[src/date_period_overlap_days_assert.svh]
// assertion macros for the date period overlap block
// they use the clock and reset of the module that includes this file
`ifndef DATE_PERIOD_OVERLAP_DAYS_ASSERT_SVH
`define DATE_PERIOD_OVERLAP_DAYS_ASSERT_SVH
`ifndef SYNTHESIS
`define DPOD_ASSERT(lbl, prop) \
   lbl: assert property (@(posedge clock) disable iff (reset) prop) \
      else $error("dpod assertion failed");
`define DPOD_ASSERT_RST(lbl, prop) \
   lbl: assert property (@(posedge clock) prop) \
      else $error("dpod reset assertion failed");
`else
`define DPOD_ASSERT(lbl, prop)
`define DPOD_ASSERT_RST(lbl, prop)
`endif
`endif

[src/dpod_pkg.sv]
`default_nettype none
package dpod_pkg;

   localparam int YEAR_W    = 14;
   localparam int MONTH_W   = 4;
   localparam int DAY_W     = 5;
   localparam int OVERLAP_W = 22;
   localparam int DAYNUM_W  = 23;
   localparam int QUOT_W    = 8;
   localparam int OFFSET_W  = 9;
   localparam int NUM_DATES = 4;

   // floor(x / 100) = (x * 5243) >> 19, exact for x below 43690
   localparam int RECIP_W     = 13;
   localparam int RECIP_SHIFT = 19;
   localparam int PROD_W      = YEAR_W + 1 + RECIP_W;
   localparam logic [RECIP_W-1:0] RECIP_100 = 13'd5243;

   localparam logic [OVERLAP_W-1:0] OVERLAP_MAX = '1;

   typedef logic [YEAR_W-1:0]    year_type;
   typedef logic [MONTH_W-1:0]   month_type;
   typedef logic [DAY_W-1:0]     day_type;
   typedef logic [OVERLAP_W-1:0] overlap_type;
   typedef logic [DAYNUM_W-1:0]  daynum_type;
   typedef logic [QUOT_W-1:0]    quot_type;
   typedef logic [OFFSET_W-1:0]  offset_type;

   typedef enum logic [MONTH_W-1:0] {
      MON_JAN = 4'd1, MON_FEB = 4'd2, MON_MAR = 4'd3, MON_APR = 4'd4,
      MON_MAY = 4'd5, MON_JUN = 4'd6, MON_JUL = 4'd7, MON_AUG = 4'd8,
      MON_SEP = 4'd9, MON_OCT = 4'd10, MON_NOV = 4'd11, MON_DEC = 4'd12
   } month_code_type;

   // length of a month, zero for a code that is no month
   function automatic day_type month_len(input month_type m, input logic leap);
      day_type len;
      case (m)
         MON_JAN, MON_MAR, MON_MAY, MON_JUL,
         MON_AUG, MON_OCT, MON_DEC:         len = 5'd31;
         MON_APR, MON_JUN, MON_SEP, MON_NOV: len = 5'd30;
         MON_FEB:                           len = leap ? 5'd29 : 5'd28;
         default:                           len = 5'd0;
      endcase
      return len;
   endfunction

   // days in the common year before the first of the month
   function automatic offset_type days_before(input month_type m);
      offset_type n;
      case (m)
         MON_JAN: n = 9'd0;
         MON_FEB: n = 9'd31;
         MON_MAR: n = 9'd59;
         MON_APR: n = 9'd90;
         MON_MAY: n = 9'd120;
         MON_JUN: n = 9'd151;
         MON_JUL: n = 9'd181;
         MON_AUG: n = 9'd212;
         MON_SEP: n = 9'd243;
         MON_OCT: n = 9'd273;
         MON_NOV: n = 9'd304;
         MON_DEC: n = 9'd334;
         default: n = 9'd0;
      endcase
      return n;
   endfunction

endpackage
`default_nettype wire

[src/date_period_overlap_days.sv]
// date period overlap: counts the calendar days two gregorian periods share
// request channel (req_valid/req_ready) carries one item: start and end date
// of both periods, each date as year, month and day
// response channel (rsp_valid/rsp_ready) returns one item per request:
// rsp_overlap_days (both ends counted, saturates at 4194303) and
// rsp_bad_date (some month or day impossible, count then forced to 0)
// an end before its start makes that period empty, so the count is 0
// the pipe has five register stages, the last of which is the response register
// throughput: one item per cycle unless rsp_ready stalls the pipe; each stage holds one item
// and the day number conversions use constant multipliers only
// a stalled receiver holds the response steady; bubbles inside the pipe
// are squeezed out, and req_ready falls only once every stage is full
// reset (synchronous, active high) empties the pipe; items in flight are lost
`default_nettype none
`include "date_period_overlap_days_assert.svh"
module date_period_overlap_days (
   input  wire                           clock,
   input  wire                           reset,
   input  wire                           req_valid,
   output logic                          req_ready,
   input  wire dpod_pkg::year_type       req_first_start_year,
   input  wire dpod_pkg::month_type      req_first_start_month,
   input  wire dpod_pkg::day_type        req_first_start_day,
   input  wire dpod_pkg::year_type       req_first_end_year,
   input  wire dpod_pkg::month_type      req_first_end_month,
   input  wire dpod_pkg::day_type        req_first_end_day,
   input  wire dpod_pkg::year_type       req_second_start_year,
   input  wire dpod_pkg::month_type      req_second_start_month,
   input  wire dpod_pkg::day_type        req_second_start_day,
   input  wire dpod_pkg::year_type       req_second_end_year,
   input  wire dpod_pkg::month_type      req_second_end_month,
   input  wire dpod_pkg::day_type        req_second_end_day,
   output logic                          rsp_valid,
   input  wire                           rsp_ready,
   output dpod_pkg::overlap_type         rsp_overlap_days,
   output logic                          rsp_bad_date
);
   import dpod_pkg::*;

   // date slots: 0 first start, 1 first end, 2 second start, 3 second end
   year_type   yr   [NUM_DATES];
   month_type  mon  [NUM_DATES];
   day_type    dy   [NUM_DATES];

   // stage enables, a stage takes new data when empty or when it drains
   logic en0, en1, en2, en3, en4;

   // stage 1: quotients by 100 and the year times 365
   logic       vld1_ff;
   year_type   y1_ff    [NUM_DATES];
   month_type  m1_ff    [NUM_DATES];
   day_type    d1_ff    [NUM_DATES];
   quot_type   qy1_ff   [NUM_DATES];
   quot_type   qa1_ff   [NUM_DATES];
   quot_type   qb1_ff   [NUM_DATES];
   daynum_type y365_1_ff[NUM_DATES];
   quot_type   qy1_in   [NUM_DATES];
   quot_type   qa1_in   [NUM_DATES];
   quot_type   qb1_in   [NUM_DATES];
   daynum_type y365_1_in[NUM_DATES];

   // stage 2: days before the year, offset within it, date checks
   logic       vld2_ff;
   logic       ok2_ff;
   daynum_type base2_ff [NUM_DATES];
   offset_type off2_ff  [NUM_DATES];
   logic       ok2_in;
   daynum_type base2_in [NUM_DATES];
   offset_type off2_in  [NUM_DATES];

   // stage 3: day numbers
   logic       vld3_ff;
   logic       ok3_ff;
   daynum_type n3_ff    [NUM_DATES];
   daynum_type n3_in    [NUM_DATES];

   // stage 4: later start, earlier end
   logic       vld4_ff;
   logic       ok4_ff;
   daynum_type lo4_ff;
   daynum_type hi4_ff;
   daynum_type lo4_in;
   daynum_type hi4_in;

   // stage 5: response register
   logic        rsp_valid_ff;
   overlap_type rsp_overlap_days_ff;
   logic        rsp_bad_date_ff;
   overlap_type rsp_overlap_days_in;
   logic        rsp_bad_date_in;

   assign yr[0]  = req_first_start_year;
   assign mon[0] = req_first_start_month;
   assign dy[0]  = req_first_start_day;
   assign yr[1]  = req_first_end_year;
   assign mon[1] = req_first_end_month;
   assign dy[1]  = req_first_end_day;
   assign yr[2]  = req_second_start_year;
   assign mon[2] = req_second_start_month;
   assign dy[2]  = req_second_start_day;
   assign yr[3]  = req_second_end_year;
   assign mon[3] = req_second_end_month;
   assign dy[3]  = req_second_end_day;

   // ready chain from the response register back to the request side
   assign en4       = !rsp_valid_ff || rsp_ready;
   assign en3       = !vld4_ff || en4;
   assign en2       = !vld3_ff || en3;
   assign en1       = !vld2_ff || en2;
   assign en0       = !vld1_ff || en1;
   assign req_ready = en0;

   // stage 1 logic: y/100, (y+99)/100 and (y+399)/100 by reciprocal
   always_comb begin
      logic [YEAR_W:0]   ye;
      logic [PROD_W-1:0] py;
      logic [PROD_W-1:0] pa;
      logic [PROD_W-1:0] pb;
      for (int i = 0; i < NUM_DATES; i++) begin
         ye = {1'b0, yr[i]};
         py = PROD_W'(ye) * PROD_W'(RECIP_100);
         pa = PROD_W'(ye + (YEAR_W+1)'(99)) * PROD_W'(RECIP_100);
         pb = PROD_W'(ye + (YEAR_W+1)'(399)) * PROD_W'(RECIP_100);
         qy1_in[i]    = py[RECIP_SHIFT +: QUOT_W];
         qa1_in[i]    = pa[RECIP_SHIFT +: QUOT_W];
         qb1_in[i]    = pb[RECIP_SHIFT +: QUOT_W];
         y365_1_in[i] = DAYNUM_W'(yr[i]) * DAYNUM_W'(365);
      end
   end

   // stage 2 logic: leap rule, month length check, year base and offset
   always_comb begin
      logic                leap;
      logic                ok_d;
      logic [YEAR_W:0]     hund;
      logic [YEAR_W-2:0]   q4;
      day_type             len;
      ok2_in = 1'b1;
      for (int i = 0; i < NUM_DATES; i++) begin
         hund = (YEAR_W+1)'(qy1_ff[i]) * (YEAR_W+1)'(100);
         leap = (y1_ff[i][1:0] == 2'd0) &&
                ((hund != {1'b0, y1_ff[i]}) || (qy1_ff[i][1:0] == 2'd0));
         len  = month_len(m1_ff[i], leap);
         ok_d = (len != '0) && (d1_ff[i] != '0) && (d1_ff[i] <= len);
         ok2_in = ok2_in && ok_d;
         q4   = (YEAR_W-1)'(({1'b0, y1_ff[i]} + (YEAR_W+1)'(3)) >> 2);
         base2_in[i] = y365_1_ff[i] + DAYNUM_W'(q4) - DAYNUM_W'(qa1_ff[i])
                       + DAYNUM_W'(qb1_ff[i] >> 2);
         off2_in[i]  = days_before(m1_ff[i])
                       + OFFSET_W'(leap && (m1_ff[i] > MON_FEB))
                       + OFFSET_W'(d1_ff[i]) - OFFSET_W'(1);
      end
   end

   // stage 3 logic
   always_comb begin
      for (int i = 0; i < NUM_DATES; i++) begin
         n3_in[i] = base2_ff[i] + DAYNUM_W'(off2_ff[i]);
      end
   end

   // stage 4 logic: intersection bounds
   assign lo4_in = (n3_ff[0] > n3_ff[2]) ? n3_ff[0] : n3_ff[2];
   assign hi4_in = (n3_ff[1] < n3_ff[3]) ? n3_ff[1] : n3_ff[3];

   // stage 5 logic: inclusive count with saturation
   always_comb begin
      logic [DAYNUM_W:0] diff;
      diff = {1'b0, hi4_ff} - {1'b0, lo4_ff} + (DAYNUM_W+1)'(1);
      rsp_overlap_days_in = '0;
      if (ok4_ff && (hi4_ff >= lo4_ff)) begin
         if (diff > (DAYNUM_W+1)'(OVERLAP_MAX)) begin
            rsp_overlap_days_in = OVERLAP_MAX;
         end else begin
            rsp_overlap_days_in = diff[OVERLAP_W-1:0];
         end
      end
      rsp_bad_date_in = !ok4_ff;
   end

   // valid bits
   always_ff @(posedge clock) begin
      if (reset) begin
         vld1_ff      <= 1'b0;
         vld2_ff      <= 1'b0;
         vld3_ff      <= 1'b0;
         vld4_ff      <= 1'b0;
         rsp_valid_ff <= 1'b0;
      end else begin
         if (en0) begin
            vld1_ff <= req_valid;
         end
         if (en1) begin
            vld2_ff <= vld1_ff;
         end
         if (en2) begin
            vld3_ff <= vld2_ff;
         end
         if (en3) begin
            vld4_ff <= vld3_ff;
         end
         if (en4) begin
            rsp_valid_ff <= vld4_ff;
         end
      end
   end

   // payload registers
   always_ff @(posedge clock) begin
      if (en0) begin
         for (int i = 0; i < NUM_DATES; i++) begin
            y1_ff[i]     <= yr[i];
            m1_ff[i]     <= mon[i];
            d1_ff[i]     <= dy[i];
            qy1_ff[i]    <= qy1_in[i];
            qa1_ff[i]    <= qa1_in[i];
            qb1_ff[i]    <= qb1_in[i];
            y365_1_ff[i] <= y365_1_in[i];
         end
      end
      if (en1) begin
         ok2_ff <= ok2_in;
         for (int i = 0; i < NUM_DATES; i++) begin
            base2_ff[i] <= base2_in[i];
            off2_ff[i]  <= off2_in[i];
         end
      end
      if (en2) begin
         ok3_ff <= ok2_ff;
         for (int i = 0; i < NUM_DATES; i++) begin
            n3_ff[i] <= n3_in[i];
         end
      end
      if (en3) begin
         ok4_ff <= ok3_ff;
         lo4_ff <= lo4_in;
         hi4_ff <= hi4_in;
      end
      if (en4) begin
         rsp_overlap_days_ff <= rsp_overlap_days_in;
         rsp_bad_date_ff     <= rsp_bad_date_in;
      end
   end

   assign rsp_valid        = rsp_valid_ff;
   assign rsp_overlap_days = rsp_overlap_days_ff;
   assign rsp_bad_date     = rsp_bad_date_ff;

   // a flagged item never carries a count
   `DPOD_ASSERT(a_bad_gives_zero, rsp_valid_ff && rsp_bad_date_ff |-> rsp_overlap_days_ff == '0)
   // an accepted item lands in the first stage
   `DPOD_ASSERT(a_accept_fills, req_valid && req_ready |=> vld1_ff)
   // back pressure only when every stage is full and the receiver stalls
   `DPOD_ASSERT(a_full_when_stalled, !req_ready |-> vld1_ff && vld2_ff && vld3_ff && vld4_ff && rsp_valid_ff && !rsp_ready)
   // reset empties the response register
   `DPOD_ASSERT_RST(a_reset_empties, reset |=> !rsp_valid_ff)

endmodule
`default_nettype wire
[config.mk]
export PLATFORM = sky130hd
export DESIGN_NAME = date_period_overlap_days
export DESIGN_NICKNAME = d
export VERILOG_FILES = /design/src/dpod_pkg.sv /design/src/date_period_overlap_days.sv
export VERILOG_INCLUDE_DIRS = /design/src /design/src/src
export SDC_FILE = /design/constraint.sdc
export NUM_CORES = 2
export LEC_CHECK = 0
export ABC_AREA = 1
export BUFFER_PORTS_ARGS = -buffer_cell sky130_fd_sc_hd__buf_2
export CAP_MARGIN = 40
export CELL_PAD_IN_SITES_DETAIL_PLACEMENT = 1
export CELL_PAD_IN_SITES_GLOBAL_PLACEMENT = 2
export CORE_UTILIZATION = 45
export DETAILED_ROUTE_END_ITERATION = 10
export PLACE_DENSITY_LB_ADDON = 0.1
export SLEW_MARGIN = 25
export SYNTH_ARGS = -nofsm -noshare
export SYNTH_HDL_FRONTEND = slang
export SYNTH_SLANG_ARGS = --single-unit
[constraint.sdc]
create_clock -name clock -period 20.3 [get_ports clock]
set_clock_uncertainty 0.2 [all_clocks]
set_input_delay 3.045 -clock clock [delete_from_list [all_inputs] [get_ports clock]]
set_output_delay 3.045 -clock clock [all_outputs]
set_load 0.02 [all_outputs]
==> results.cfg <==
[finish]
drive_gt1_frac = 0.03525
multi_input_area_um2 = 68580
layout.cells.non_filler = 14090
design_area_um2 = 103000
fill_cells = 24960
utilization = 0.4852
nNetsFinal = 14240
seq_area_um2 = 16800
area_growth_pct = 7.117

[drt]
detail-route-antenna-nets = 0
drt_iter0_drc = 3023
route.top_layer_used = met4
wl_per_cell_um = 19.52
post_drt_via_cell_ratio = 5.170
drc_errors = 14
totalWireLength_um = 274900
met2_length_um = 135700
wl_met3_um = 7478
via_count = 72830
wl_met1_um = 127000
dr.pass1.iters = 8

[worst_setup_path]
cp-start-kind = input pin
startpoint = req_second_start_year[0]
crit_top_cell = inv_1
worst-path-buf-inv = 8
cp_data_arrival_time_ns = 9.57
crit_cells = 27
crit_family = adder cells
timing.rr.start = qy1_ff[0][2]$_DFFE_PP_
cpMaxStageDelayCell = fa_1
r2r_slack_ns = 15.19
r2r-end = off2_ff[0][8]$_DFFE_PP_
path_class = input pin to register
cp_slowest_stage_delay_ns = 0.56
end_kind = register
required_ns = 20.57
reg2reg_depth = 25
critPathMaxFanout = 12
crit_end = qb1_ff[2][6]$_DFFE_PP_

[yosys]
syn_nets = 14040
synth_edf_count = 556
netlist_top_cells_area = ha_1 25%, fa_1 22%, edfxtp_1 17%
synth_seq_cells = 561
yosys_warnings = 0
synth_ff_type = edfxtp_1
synth_cell_types = 67
syn_area_per_cell_um2 = 8.743
synthDominantCellAreaShare = 0.2475
yosysMostFrequentCell = inv_1
netlist_instances = 11000
synthArstFlopShare = 0
synth_area_um2 = 96170
synthTopCellsByCount = 2,804 x inv_1, 1,902 x ha_1, 1,553 x nand2_1, 1,043 x fa_1, 566 x a21oi_1
yosys.area.top_type = ha_1
yosysSeqAreaShare = 0.1747

[run]
cap_violations = 0

[floorplan]
die_h_um = 464.3
dieWidth_um = 464.3
core-area_um2 = 212300
start_util = 0.4530
pin_count = 121
dieArea_um2 = 215600
fp-row-count = 169

[global_routing]
grt_overflow = 0
grt_pass1_wl_um = 442500
grt_pass1_vias = 80900
antenna_found_initial = 8
grt_max_degree = 123
track_usage = 0.2585

[min_path]
hold_path.class = register to register

[outcome]
violations = DRC
status = finished, violations left

[timing]
tightest_slew_ns = 0.9708
setup_tns_ns = 0
finalCritPeriodShare = 0.4577
maxSlewViolCount = 0
finalSetupViolCount = 0
maxSlewHeadroom = 0.3528
fmax_mhz = 107.6
fin_crit_ns = 9.292
final_hold_viol_count = 0
rsz0062_at_grt = no

[cts]
htree_levels = 3
numCtsBuffers = 75
cts_resized = 0
root_buffer = clkbuf_16
cts.sinks = 561
ctsHoldBuffers = 0
insertion_delay_ns = 0.70
postCtsSetupRepairBufs = 0
cts_tree = built
clockBufferDepth = 3
clkTransAtPathRegs_ns = 0.07

[placed_design]
placed_area_um2 = 100400
port-buffer-count = 120
dp_hpwl_um = 242600
routabilityCongestion = 0.9208
placed_cells_incl_taps = 13940
## through the flow
| step | hold slack [ns] | setup slack (ns) |
|---|---|---|
| finish | 0.2504 | 11.01 |
| global route | 0.2524 | 10.54 |
| CTS | 0.2565 | 11.04 |
| detailed placement | 0.2427 | 10.28 |
| global placement | 0.2086 | 10.40 |
| floorplan | 0.2003 | 4.474 |
## logic make-up after synthesis
logic type / synth area share
AO/OA/AOI/OAI: 0.07154
XOR/XNOR: 0.04672
adder cells (fa/ha/maj): 0.4646
flip-flops: 0.1747
buffers and inverters: 0.1123
AND/OR/NAND/NOR: 0.1302
## registers in the layout, summed over array words and instances, names as in the netlist, 16 cells and up
name / count
hi4_ff: 23
n3_ff: 92
lo4_ff: 23
qy1_ff: 32
off2_ff: 36
rsp_overlap_days: 22
base2_ff: 92
qa1_ff: 32
m1_ff: 16
y365_1_ff: 88
d1_ff: 20
y1_ff: 52
qb1_ff: 24
## area by class of cell
cell class / count / share of cell area
inverter: 2835 / 0.1033
tap: 2821 / 0.03426
antenna: 3 / 0.00007288
sequential: 561 / 0.1630
multi-input combinational: 7576 / 0.6657
timing repair buffer: 154 / 0.009340
clock inverter: 50 / 0.005563
clock buffer: 86 / 0.01862
## worst min path at each step
stage	startpoint	endpoint	depth (start not counted)
floorplan	ok2_ff$_DFFE_PP_	ok3_ff$_DFFE_PP_	0
global placement	ok2_ff$_DFFE_PP_	ok3_ff$_DFFE_PP_	0
detailed placement	ok2_ff$_DFFE_PP_	ok3_ff$_DFFE_PP_	0
CTS	ok2_ff$_DFFE_PP_	ok3_ff$_DFFE_PP_	0
global route	ok2_ff$_DFFE_PP_	ok3_ff$_DFFE_PP_	0
finish	ok2_ff$_DFFE_PP_	ok3_ff$_DFFE_PP_	0
## cells in the final DEF, fill, tap and decap left out, types with 12 or more instances in the layout
cell type  count
inv_1       2801
ha_1        1902
nand2_1     1552
fa_1        1043
a21oi_1      566
edfxtp_1     556
nor2_1       549
nand3_1      396
xor2_1       386
o21ai_0      319
nand4_1      155
xnor2_1      127
buf_2        123
nor3_1       116
a21o_1        79
clkbuf_16     75
a31oi_1       47
o21bai_1      43
inv_2         28
nor4_1        27
nand3_2       26
o21ai_1       22
a211oi_1      21
o211ai_1      21
o21a_1        20
nor2_2        19
nand3b_1      18
buf_4         14
a21boi_1      12
inv_6         12
## routing by layer
layer  vias up  global-route usage
li1      35450                   -
met5         -                   0
met3       254             0.02263
met4         0             0.04440
met2       814              0.4594
met1     36310              0.3440
Power is not shown: default switching activity piles up to over one toggle a cycle in this logic, so the estimate is an artifact.
